`src/cal_pkg.sv`:
```
// Shared constants, codes and controller/datapath types for the cursor list.
`timescale 1ns / 1ps

package cal_pkg;

   localparam int CAPACITY   = 1024;
   localparam int DATA_WIDTH = 32;

   localparam int ADDR_W = $clog2(CAPACITY);
   localparam int CNT_W  = $clog2(CAPACITY + 1);

   // Fixed field widths of the channels
   localparam int REQ_TYPE_W = 4;
   localparam int VALUE_W    = 32;
   localparam int POS_W      = 10;
   localparam int STATUS_W   = 2;
   localparam int OUT_DATA_W = 32;
   localparam int COUNT_W    = 11;
   localparam int CURSOR_W   = 10;

   // Width for comparing a position against the element count
   localparam int CMP_W = (POS_W > CNT_W) ? POS_W : CNT_W;

   typedef enum logic [REQ_TYPE_W-1:0] {
      OP_INS_AFTER  = 4'd0,
      OP_INS_BEFORE = 4'd1,
      OP_DELETE     = 4'd2,
      OP_PREV       = 4'd3,
      OP_NEXT       = 4'd4,
      OP_FIRST      = 4'd5,
      OP_LAST       = 4'd6,
      OP_READ       = 4'd7,
      OP_WRITE      = 4'd8
   } cal_op_type;

   typedef enum logic [STATUS_W-1:0] {
      ST_OK    = 2'd0,
      ST_EMPTY = 2'd1,
      ST_RANGE = 2'd2,
      ST_FULL  = 2'd3
   } cal_status_type;

   // Controller to datapath
   typedef struct packed {
      logic           load;       // latch request fields, clear result
      logic           set_err;    // record error status
      cal_status_type err_code;
      logic           start_up;   // open a gap for an insertion
      logic           start_down; // close the gap left by a delete
      logic           commit;     // apply the request to store and pointers
      logic           fetch;      // read the element the result reports
      logic           load_rsp;   // move the result into the output register
   } cal_cmd_type;

   // Datapath to controller
   typedef struct packed {
      logic is_insert;
      logic is_delete;
      logic is_move;
      logic is_index;
      logic needs_fetch;
      logic empty;
      logic full;
      logic pos_ok;
      logic del_last;
      logic shift_busy;
      logic rsp_free;
   } cal_stat_type;

endpackage

```
`src/cal_ctrl.sv`:
```
// Request sequencer: decodes checks, runs shifts, commit, fetch and response.
`timescale 1ns / 1ps

module cal_ctrl (
   input  logic                  clock,
   input  logic                  reset,
   input  logic                  req_valid,
   output logic                  req_ready,
   input  cal_pkg::cal_stat_type st,
   output cal_pkg::cal_cmd_type  cmd
);
   import cal_pkg::*;

   typedef enum logic [6:0] {
      S_IDLE   = 7'b0000001,
      S_DECODE = 7'b0000010,
      S_SHIFT  = 7'b0000100,
      S_COMMIT = 7'b0001000,
      S_FETCH  = 7'b0010000,
      S_WAIT   = 7'b0100000,
      S_RESP   = 7'b1000000
   } cal_state_type;

   cal_state_type state_ff, state_in;

   assign req_ready = (state_ff == S_IDLE);

   always_comb begin
      state_in     = state_ff;
      cmd          = '0;
      cmd.err_code = ST_OK;
      unique case (state_ff)
         S_IDLE: begin
            if (req_valid) begin
               cmd.load = 1'b1;
               state_in = S_DECODE;
            end
         end
         S_DECODE: begin
            priority if (st.is_insert) begin
               if (st.full) begin
                  cmd.set_err  = 1'b1;
                  cmd.err_code = ST_FULL;
                  state_in     = S_RESP;
               end else if (!st.empty) begin
                  cmd.start_up = 1'b1;
                  state_in     = S_SHIFT;
               end else begin
                  state_in = S_COMMIT;
               end
            end else if (st.is_delete) begin
               if (st.empty) begin
                  cmd.set_err  = 1'b1;
                  cmd.err_code = ST_EMPTY;
                  state_in     = S_RESP;
               end else if (st.del_last) begin
                  state_in = S_COMMIT;
               end else begin
                  cmd.start_down = 1'b1;
                  state_in       = S_SHIFT;
               end
            end else if (st.is_move) begin
               if (st.empty) begin
                  cmd.set_err  = 1'b1;
                  cmd.err_code = ST_EMPTY;
                  state_in     = S_RESP;
               end else begin
                  state_in = S_COMMIT;
               end
            end else if (st.is_index) begin
               if (!st.pos_ok) begin
                  cmd.set_err  = 1'b1;
                  cmd.err_code = ST_RANGE;
                  state_in     = S_RESP;
               end else begin
                  state_in = S_COMMIT;
               end
            end else begin
               state_in = S_COMMIT;
            end
         end
         S_SHIFT: begin
            if (!st.shift_busy) begin
               state_in = S_COMMIT;
            end
         end
         S_COMMIT: begin
            cmd.commit = 1'b1;
            state_in   = st.needs_fetch ? S_FETCH : S_RESP;
         end
         S_FETCH: begin
            cmd.fetch = 1'b1;
            state_in  = S_WAIT;
         end
         S_WAIT: begin
            // read data lands this cycle and holds until the next read
            state_in = S_RESP;
         end
         S_RESP: begin
            if (st.rsp_free) begin
               cmd.load_rsp = 1'b1;
               state_in     = S_IDLE;
            end
         end
         default: begin
            state_in = S_IDLE;
         end
      endcase
   end

   always_ff @(posedge clock) begin
      if (reset) begin
         state_ff <= S_IDLE;
      end else begin
         state_ff <= state_in;
      end
   end

   a_rsp_slot_free: assert property (@(posedge clock) disable iff (reset)
      cmd.load_rsp |-> st.rsp_free)
      else $error("response loaded into an occupied output register");

   a_commit_after_shift: assert property (@(posedge clock) disable iff (reset)
      cmd.commit |-> !st.shift_busy)
      else $error("commit while shift still in flight");

   a_accept_to_decode: assert property (@(posedge clock) disable iff (reset)
      (state_ff == S_IDLE && req_valid) |=> (state_ff == S_DECODE))
      else $error("accepted item did not reach decode");

endmodule

```
`config.mk`:
```
export PLATFORM = sky130hd
export DESIGN_NAME = cal_ctrl
export DESIGN_NICKNAME = d
export VERILOG_FILES = /design/src/cal_pkg.sv /design/src/cal_ctrl.sv
export SDC_FILE = /design/constraint.sdc
export NUM_CORES = 1
export LEC_CHECK = 0
export BUFFER_PORTS_ARGS = -buffer_cell sky130_fd_sc_hd__buf_4
export CORE_AREA = 2 2 39 41
export DETAILED_ROUTE_END_ITERATION = 6
export DIE_AREA = 0 0 41 43
export GPL_TIMING_DRIVEN = 0
export PLACE_DENSITY = 0.82
export SLEW_MARGIN = 30
export SYNTH_ARGS = -nofsm -noshare
export SYNTH_HDL_FRONTEND = slang
export SYNTH_SLANG_ARGS = --single-unit
```
`constraint.sdc`:
```
create_clock -name clock -period 2 [get_ports clock]
set_clock_uncertainty 0.15 [all_clocks]
set_input_delay 0.4 -clock clock [delete_from_list [all_inputs] [get_ports clock]]
set_output_delay 0.4 -clock clock [all_outputs]
set_load 0.01 [all_outputs]
```
Word-level counts from Yosys, hierarchy flattened
Cells that the tools add are included.
{ "totals": {"register_bits": 7, "input_bits": 14, "output_inout_bits": 10, "wordCells": 48} }
{ "classes": {"eq_ne": 10, "muxes": 36, "reduce_logical": 1} }
{ "op_table": {"columns": ["op", "n"], "rows": [
  ["$mux W7", 12],
  ["$pmux W7 S7", 1],
  ["$mux W3", 7],
  ["$mux W1", 13],
  ["$mux W4", 2],
  ["$eq A7 B1 Y1 const B", 1],
  ["$eq A7 B2 Y1 const B", 1],
  ["$eq A7 B3 Y1 const B", 1],
  ["$eq A7 B4 Y1 const B", 1],
  ["$eq A7 B5 Y1 const B", 1],
  ["$eq A7 B6 Y1 const B", 1],
  ["$eq A7 B7 Y1 const B", 1],
  ["$ne A2 B2 Y1 const B", 3],
  ["$mux W5", 1],
  ["$reduce_and A3 Y1", 1]
]} }

Depth between registers and ports, before layout
Gate-level depths: netlist (run 1).
{ "logic_depth": {"ltp_word": 6, "ltp_mapped": 5, "mapped_depth_nobuf": 4} }

Least setup slack after synthesis (run 1)
No wires, ideal clock.
{ "synth_timing": {"kind": "reg2out", "startpoint": "reg state_ff[0]", "endpoint": "out cmd[3] (netlist bit)", "arrival_ns": 1.581, "required_time_ns": 1.450, "slack_ns": -0.131, "path_stages_with_launch": 4, "path_cell_list": "dfxtp_1 -> or4b_1 -> or2_1 -> nor4_1"} }
{ "synth_lines": {"columns": ["item", "line_no", "text"], "rows": [
  ["start, declared", "cal_ctrl.sv:24", "cal_state_type state_ff, state_in;"],
  ["start signal, assigned", "cal_ctrl.sv:115", "state_ff <= state_in;"],
  ["end, declared", "cal_ctrl.sv:10", "output cal_pkg::cal_cmd_type cmd"]
]} }

==> results of run 1 <==
## synthesized netlist by cell type
cell,count
dfxtp_1,7
nand2b_1,5
a21oi_1,4
inv_1,4
nor2_1,4
nor4_1,4
nand2_1,3
nor2b_1,3
nor3_1,3
nor3b_1,3
nor4b_1,3
o21ai_0,3
a221oi_1,2
o21a_1,2
or4_4,2
a211oi_1,1
a21boi_0,1
buf_6,1
nor3_2,1
o211ai_1,1
o21ba_1,1
o22ai_1,1
o31ai_1,1
o32ai_1,1
or2_0,1
or2_1,1
or3_1,1
or3_4,1
or4b_1,1
or4b_2,1
xor2_1,1
## power groups by stage
stage               registers [mW]  clock network, mW  logic, mW
global placement             0.152                  0     0.0781
CTS                          0.146              0.130     0.0917
global route                 0.143              0.143      0.115
finish                       0.143              0.128      0.106
detailed placement           0.152                  0     0.0788
floorplan                    0.151                  0     0.0394
## logic make-up after synthesis
group,Yosys count
xor gates and xnor gates,1
and+or+nand+nor,37
DFF,7
buffers and inverters,5
AOI/OAI and AO/OA,18
## cell type report
| class | instances | area share [%] |
|---|---|---|
| timing repair buffer | 31 | 26.7 |
| multi-input combinational | 56 | 49.0 |
| sequential | 7 | 17.7 |
| clock buffer | 4 | 2.83 |
| tap | 16 | 2.16 |
| inverter | 4 | 1.62 |
## worst reg2reg max path: cells and delay by family (launching register included)
family,cells,cell delay (ps)
flops,1,350
buf+inv,2,280
compound gates,3,480
simple gates,1,530
## metrics by stage
stage	hold WS, ps	std cells
after floorplan	322	68
after global placement	405	107
after detailed placement	429	107
after CTS	209	115
after global routing	200	118
final	213	118
## path summary, 6_finish.rpt
| check | from | end | slack [ps] |
|---|---|---|---|
| max reg2reg | state_ff[2] | state_ff[0] | 80 |
| min | reset | state_ff[5] | 210 |
| max | state_ff[0] | cmd[3] | -340 |
| min reg2reg | state_ff[6] | state_ff[0] | 440 |
## metal layers
metal	part of all wire, %	vias up	wire length, um	global-route usage, %
met5	0	-	0	0
met4	1.3	0	21	10.0
met3	3.3	4	55	3.14
met2	53	20	883	36.3
met1	42	301	692	20.9
li1	-	327	-	-
## what timing repair did
action / in CTS / in global routing
setup endpoints to repair: 10 / 11
pin swaps: 5 / 2
buffers inserted: 5 / 3
cloned: 0 / 0
resized for setup: 20 / 10
==> impl_metrics.py, run 1 <==
metrics = {
    "synthesis": {
        "synth_nets": 82,
        "synth_top_family_by_area": "simple AND/OR/NAND/NOR gates",
        "synth_compound_area_share_pct": 22.5,
        "synthCells": 68,
        "synth_mux_area_share_pct": 0,
        "yosys_warnings": 0,
        "synthAdderAreaFrac_pct": 0,
        "yosys-top-cells-area": "dfxtp_1, nand2b_1, nor4b_1, nor4_1, nor3b_1",
        "synth_area_um2": 546,
        "synth.top_cell.area_share_pct": 25.7,
        "synth-simple-area-share_pct": 45.4,
        "yosysTopAreaCell": "dfxtp_1",
        "ys_types": 31,
        "synth-xor-area-share_pct": 1.61,
        "avgSynthCellArea_um2": 8.02,
        "yosysSeqAreaShare_pct": 25.7,
        "ys_ff_latch": 7,
    },
    "route": {
        "wl_um": 1650,
        "drtPass1Iterations": 4,
        "drtIter0Drc": 12,
        "routedWlPerCell_um": 14.0,
        "drc_errors": 0,
        "ant_nets": 0,
        "vias": 652,
        "vias_per_cell": 5.53,
    },
    "pwr": {
        "netSwitchingPower_mw": 0.104,
        "internal_power_mw": 0.272,
        "total_power_mw": 0.376,
        "clkPwrFrac_pct": 34.1,
        "p_comb_share_pct": 28.1,
        "p_leak_nw": 0.368,
        "ir_worst_vdd_v": 0.000210,
        "sw_frac_of_total_pct": 27.6,
        "pwr-share-seq_pct": 37.9,
        "cellPowerDensity_nw_per_um2": 406,
    },
    "timing": {
        "layout_setup_ws_ps": -336,
        "tns_ps": -1980,
        "slew_headroom_pct": 65.3,
        "min_period_over_period_pct": 117,
        "hold_viol_final": 0,
        "post-route-min-period_ps": 2340,
        "setup_violations": 10,
        "worst_slew_pin_slew_ps": 513,
        "drv_slew": 0,
        "fmax_mhz": 428,
        "rsz0062_at_grt": "true",
    },
    "clock_tree": {
        "numCtsBuffers": 3,
        "clockRootBuffer": "clkbuf_4",
        "cts_hold_buf": 0,
        "worstSkewPairLatency_ps": 250,
        "clk_pin_slew_ps": 60,
        "cts_tree": "yes",
        "cts_sinks": 7,
        "clockBufferDepth": 2,
        "htree_num_levels": 1,
    },
    "critical_path": {
        "cp.depth": 4,
        "critPathKind": "flip-flop to primary output",
        "endpoint_kind": "primary output",
        "worstPathRequired_ps": 1450,
        "cp.buffers_inverters": 1,
        "path_cells": "or4b_4, or2_4, nor4_2, buf_4",
        "critPathArrivalTime_ps": 1790,
        "slowest_delay_ps": 540,
        "critPathLaunchType": "flip-flop",
        "r2r_cells": 6,
        "cp_top_family": "simple AND/OR/NAND/NOR gates",
        "cp_slowest_cell": "or4b_4",
        "crit_fanout": 5,
    },
    "final_layout": {
        "nets": 117,
        "largest_register": "state_ff",
        "multi_input_area_um2": 454,
        "layout_commonest_cell": "buf_4",
        "largestRegisters": "state_ff: 7 flops",
        "area_growth_pct": 70.0,
        "fill_cells": 124,
        "layout_common_cells": "buf_4, dfxtp_4, nand2b_1, buf_6",
        "design_area_um2": 927,
        "regArea_um2": 164,
        "final_util_pct": 67.0,
        "drive_gt1_share_pct": 55.9,
        "largest_reg_flops": 7,
        "antenna_cells": 0,
    },
    "grt": {
        "grt_use_total_pct": 20.3,
        "grt_max_degree": 10,
        "grt-ovfl-total": 0,
        "grt_pass1_wl_um": 2430,
        "grt_pass1_vias": 606,
        "antenna_found_initial": 0,
    },
    "floorplanning": {
        "die_width_um": 41,
        "start_util_pct": 39.4,
        "placementRows": 14,
        "ios": 24,
        "die_area_um2": 1760,
        "dieHeight_um": 43,
        "coreArea_um2": 1380,
    },
    "placement": {
        "dp.final_hpwl_um": 1010,
        "place_ws_ps": -182,
        "dpl_cell_area_um2": 749,
        "place_congestion": 0.692,
        "portBuffers": 23,
    },
    "run_status": {
        "failed_checks": "setup timing",
        "status": "finished with violations",
    },
    "min_path": {
        "min_path_cells": 2,
        "hold_path.class": "input port to flip-flop",
    },
    "job": {
        "maxCapViolations": 0,
    },
}
(Power assumes the default switching activity.)
==> run 2: changes to the inputs <==
--- a/config.mk
+++ b/config.mk
@@ -5,12 +5,16 @@
 export SDC_FILE = /design/constraint.sdc
 export NUM_CORES = 1
 export LEC_CHECK = 0
+export ABC_AREA = 1
 export BUFFER_PORTS_ARGS = -buffer_cell sky130_fd_sc_hd__buf_4
-export CORE_AREA = 2 2 39 41
+export CELL_PAD_IN_SITES_DETAIL_PLACEMENT = 1
+export CELL_PAD_IN_SITES_GLOBAL_PLACEMENT = 1
+export CORE_MARGIN = 1.5
+export CORE_UTILIZATION = 30
+export CTS_BUF_LIST = sky130_fd_sc_hd__clkbuf_4 sky130_fd_sc_hd__clkbuf_8 sky130_fd_sc_hd__clkbuf_16
 export DETAILED_ROUTE_END_ITERATION = 6
-export DIE_AREA = 0 0 41 43
 export GPL_TIMING_DRIVEN = 0
-export PLACE_DENSITY = 0.82
+export PLACE_DENSITY = 0.87
 export SLEW_MARGIN = 30
 export SYNTH_ARGS = -nofsm -noshare
 export SYNTH_HDL_FRONTEND = slang
==> run 2 against run 1 <==
  * The flow now finishes without violations
  * Combinational power up 4%
  * Area after synthesis up 17%
  * Wire length up 20%
  * Hold slack worse by 21 ps
  * Maximum frequency up 21%
  * Largest cell class unchanged
==> impl_metrics.py, run 2 <==
metrics = {
    "timing": {
        "setup_violations": 0,
        "holdWs_ps": 192,
        "tns_ps": 0,
        "drv_slew": 0,
        "hold_viol_final": 0,
        "min_period_over_period_pct": 96.6,
        "post-route-min-period_ps": 1930,
        "fmax_mhz": 518,
        "slew_headroom_pct": 81.0,
        "worst_slew_pin_slew_ps": 282,
    },
    "route": {
        "wl_um": 1990,
        "vias_per_cell": 4.78,
        "vias": 798,
        "routedWlPerCell_um": 11.9,
        "drtPass1Iterations": 4,
        "drc_errors": 0,
        "drtIter0Drc": 6,
        "ant_nets": 0,
    },
    "synthesis": {
        "synth_area_um2": 636,
        "yosys_warnings": 0,
        "synth_edf_count": 0,
        "synth.top_cell.area_share_pct": 22.0,
        "synthCells": 112,
        "ys_ff_latch": 7,
        "ys_types": 18,
        "avgSynthCellArea_um2": 5.68,
        "yosysTopAreaCell": "dfxtp_1",
        "synth_most_common_cell": "nand2_1",
        "synth_common_cells": "nand2_1, inv_1, nor2_1",
        "yosys-top-cells-area": "dfxtp_1, nand2_1, inv_1, nor2_1, nand3_2",
        "synth_nets": 126,
        "yosysSeqAreaShare_pct": 22.0,
        "synthArstFlopShare_pct": 0,
        "yosys_most_used_dff": "dfxtp_1",
    },
    "grt": {
        "grt_max_degree": 7,
        "grt_use_total_pct": 17.3,
        "grt-ovfl-total": 0,
        "grt_pass1_vias": 820,
        "grt_pass1_wl_um": 3220,
        "antenna_found_initial": 0,
    },
    "floorplanning": {
        "placementRows": 16,
        "die_width_um": 49.0,
        "start_util_pct": 32.1,
        "dieHeight_um": 49.0,
        "die_area_um2": 2400,
        "coreArea_um2": 1980,
        "ios": 24,
    },
    "critical_path": {
        "slowest_delay_ps": 350,
        "critPathLaunchType": "flip-flop",
        "critPathArrivalTime_ps": 1380,
        "endpoint_kind": "primary output",
        "r2r_end": "state_ff[0]",
        "cp_slowest_cell": "dfxtp_2",
        "cp_common_cell": "inv_1",
        "r2r_cells": 10,
        "r2r-start": "state_ff[3]",
        "cp_top_family": "simple AND/OR/NAND/NOR gates",
        "path_cells": "inv_1, nor2_1, nand2_1, nor2_4, nand4_1, inv_1, buf_4",
        "worstPathRequired_ps": 1450,
        "crit_fanout": 6,
        "critPathKind": "flip-flop to primary output",
        "cp.buffers_inverters": 3,
        "rrSetupSlack_ps": 480,
    },
    "final_layout": {
        "antenna_cells": 0,
        "area_growth_pct": 39.8,
        "largestRegisters": "state_ff: 7 flops",
        "largest_register": "state_ff",
        "layout_commonest_cell": "nand2_1",
        "layout_common_cells": "nand2_1, inv_1, buf_4, nor2_1, dfxtp_1",
        "drive_gt1_share_pct": 32.9,
        "nets": 155,
        "largest_reg_flops": 7,
    },
    "run_status": {
        "status": "complete, no violations",
    },
    "job": {
        "maxCapViolations": 0,
    },
    "min_path": {
        "min_path_cells": 2,
        "hold_path.class": "input port to flip-flop",
        "min_to": "state_ff[3]",
        "min_from": "reset",
    },
    "clock_tree": {
        "clk_pin_slew_ps": 50,
        "cts_tree": "yes",
        "clockBufferDepth": 2,
        "htree_num_levels": 1,
        "numCtsBuffers": 3,
        "cts_sinks": 7,
        "worstSkewPairLatency_ps": 250,
        "clockRootBuffer": "clkbuf_4",
    },
    "placement": {
        "dp.final_hpwl_um": 1600,
        "portBuffers": 23,
        "place_congestion": 0.827,
    },
    "pwr": {
        "ir_worst_vdd_v": 0.000167,
        "cellPowerDensity_nw_per_um2": 454,
        "p_leak_nw": 0.514,
    },
}
==> run 2: worst max-delay path by stage <==
| stage | startpoint | end | slack (ps) | cells past startpoint |
|---|---|---|---|---|
| after floorplan | state_ff[5] | cmd[5] | 500 | 5 |
| after global routing | state_ff[1] | cmd[4] | -50 | 7 |
| final | state_ff[1] | cmd[4] | 70 | 7 |
| after detailed placement | st[8] | cmd[7] | 230 | 6 |
| after global placement | st[8] | cmd[7] | 260 | 6 |
| after CTS | state_ff[5] | cmd[5] | 0.2 | 6 |
==> run 2: logic make-up (layout without fill, tap and decap cells) <==
family                 count (synthesis)  count (layout)  share of synthesized area [%]
flip-flops                             7               7                           22.0
AO/OA/AOI/OAI                          4               4                           3.15
AND/OR/NAND/NOR                       75              75                           59.4
buffers and inverters                 26              54                           15.4
==> run 2: power breakdown <==
part	total, mW	switching [mW]	internal, mW
registers	0.149	0.00463	0.145
logic	0.110	0.0639	0.0461
clock network	0.144	0.0541	0.0898
==> run 2: repair_timing <==
action                                  in CTS  in global routing
resized for setup                            0                  3
setup buffers                                0                  1
endpoints found under the setup margin       0                  4
hold buffers                                 0                  0
==> run 2: metrics by stage <==
step / setup WS, ps / total power [mW] / std cells / area (um^2) / utilization [%]
floorplan: 503 / 0.211 / 112 / 636 / -
global placement: 262 / 0.255 / 162 / 842 / 42.5
detailed placement: 230 / 0.260 / 162 / 842 / 42.5
CTS: 0.229 / 0.408 / 166 / 872 / 44.0
global route: -52.0 / 0.433 / 167 / 888 / 44.8
finish: 68.3 / 0.403 / 167 / 888 / 44.8
==> run 2: per-layer routing <==
metal  part of all wire [%]  GRT usage (%)  vias to the layer above
met1                     40           15.9                      382
met3                    2.6           1.84                        2
met4                   0.95           7.14                        0
met2                     56           37.2                       19
li1                       -              -                      395
met5                      0              0                        -
==> run 2: final cells by class <==
type                    instances  area (um^2)
clock buffers                   4         30.0
flip-flops and latches          7          141
inverters                      26         97.6
multi-input cells              79          405
well taps                      27         33.8
repair buffers                 24          180
fillers                       291         1090
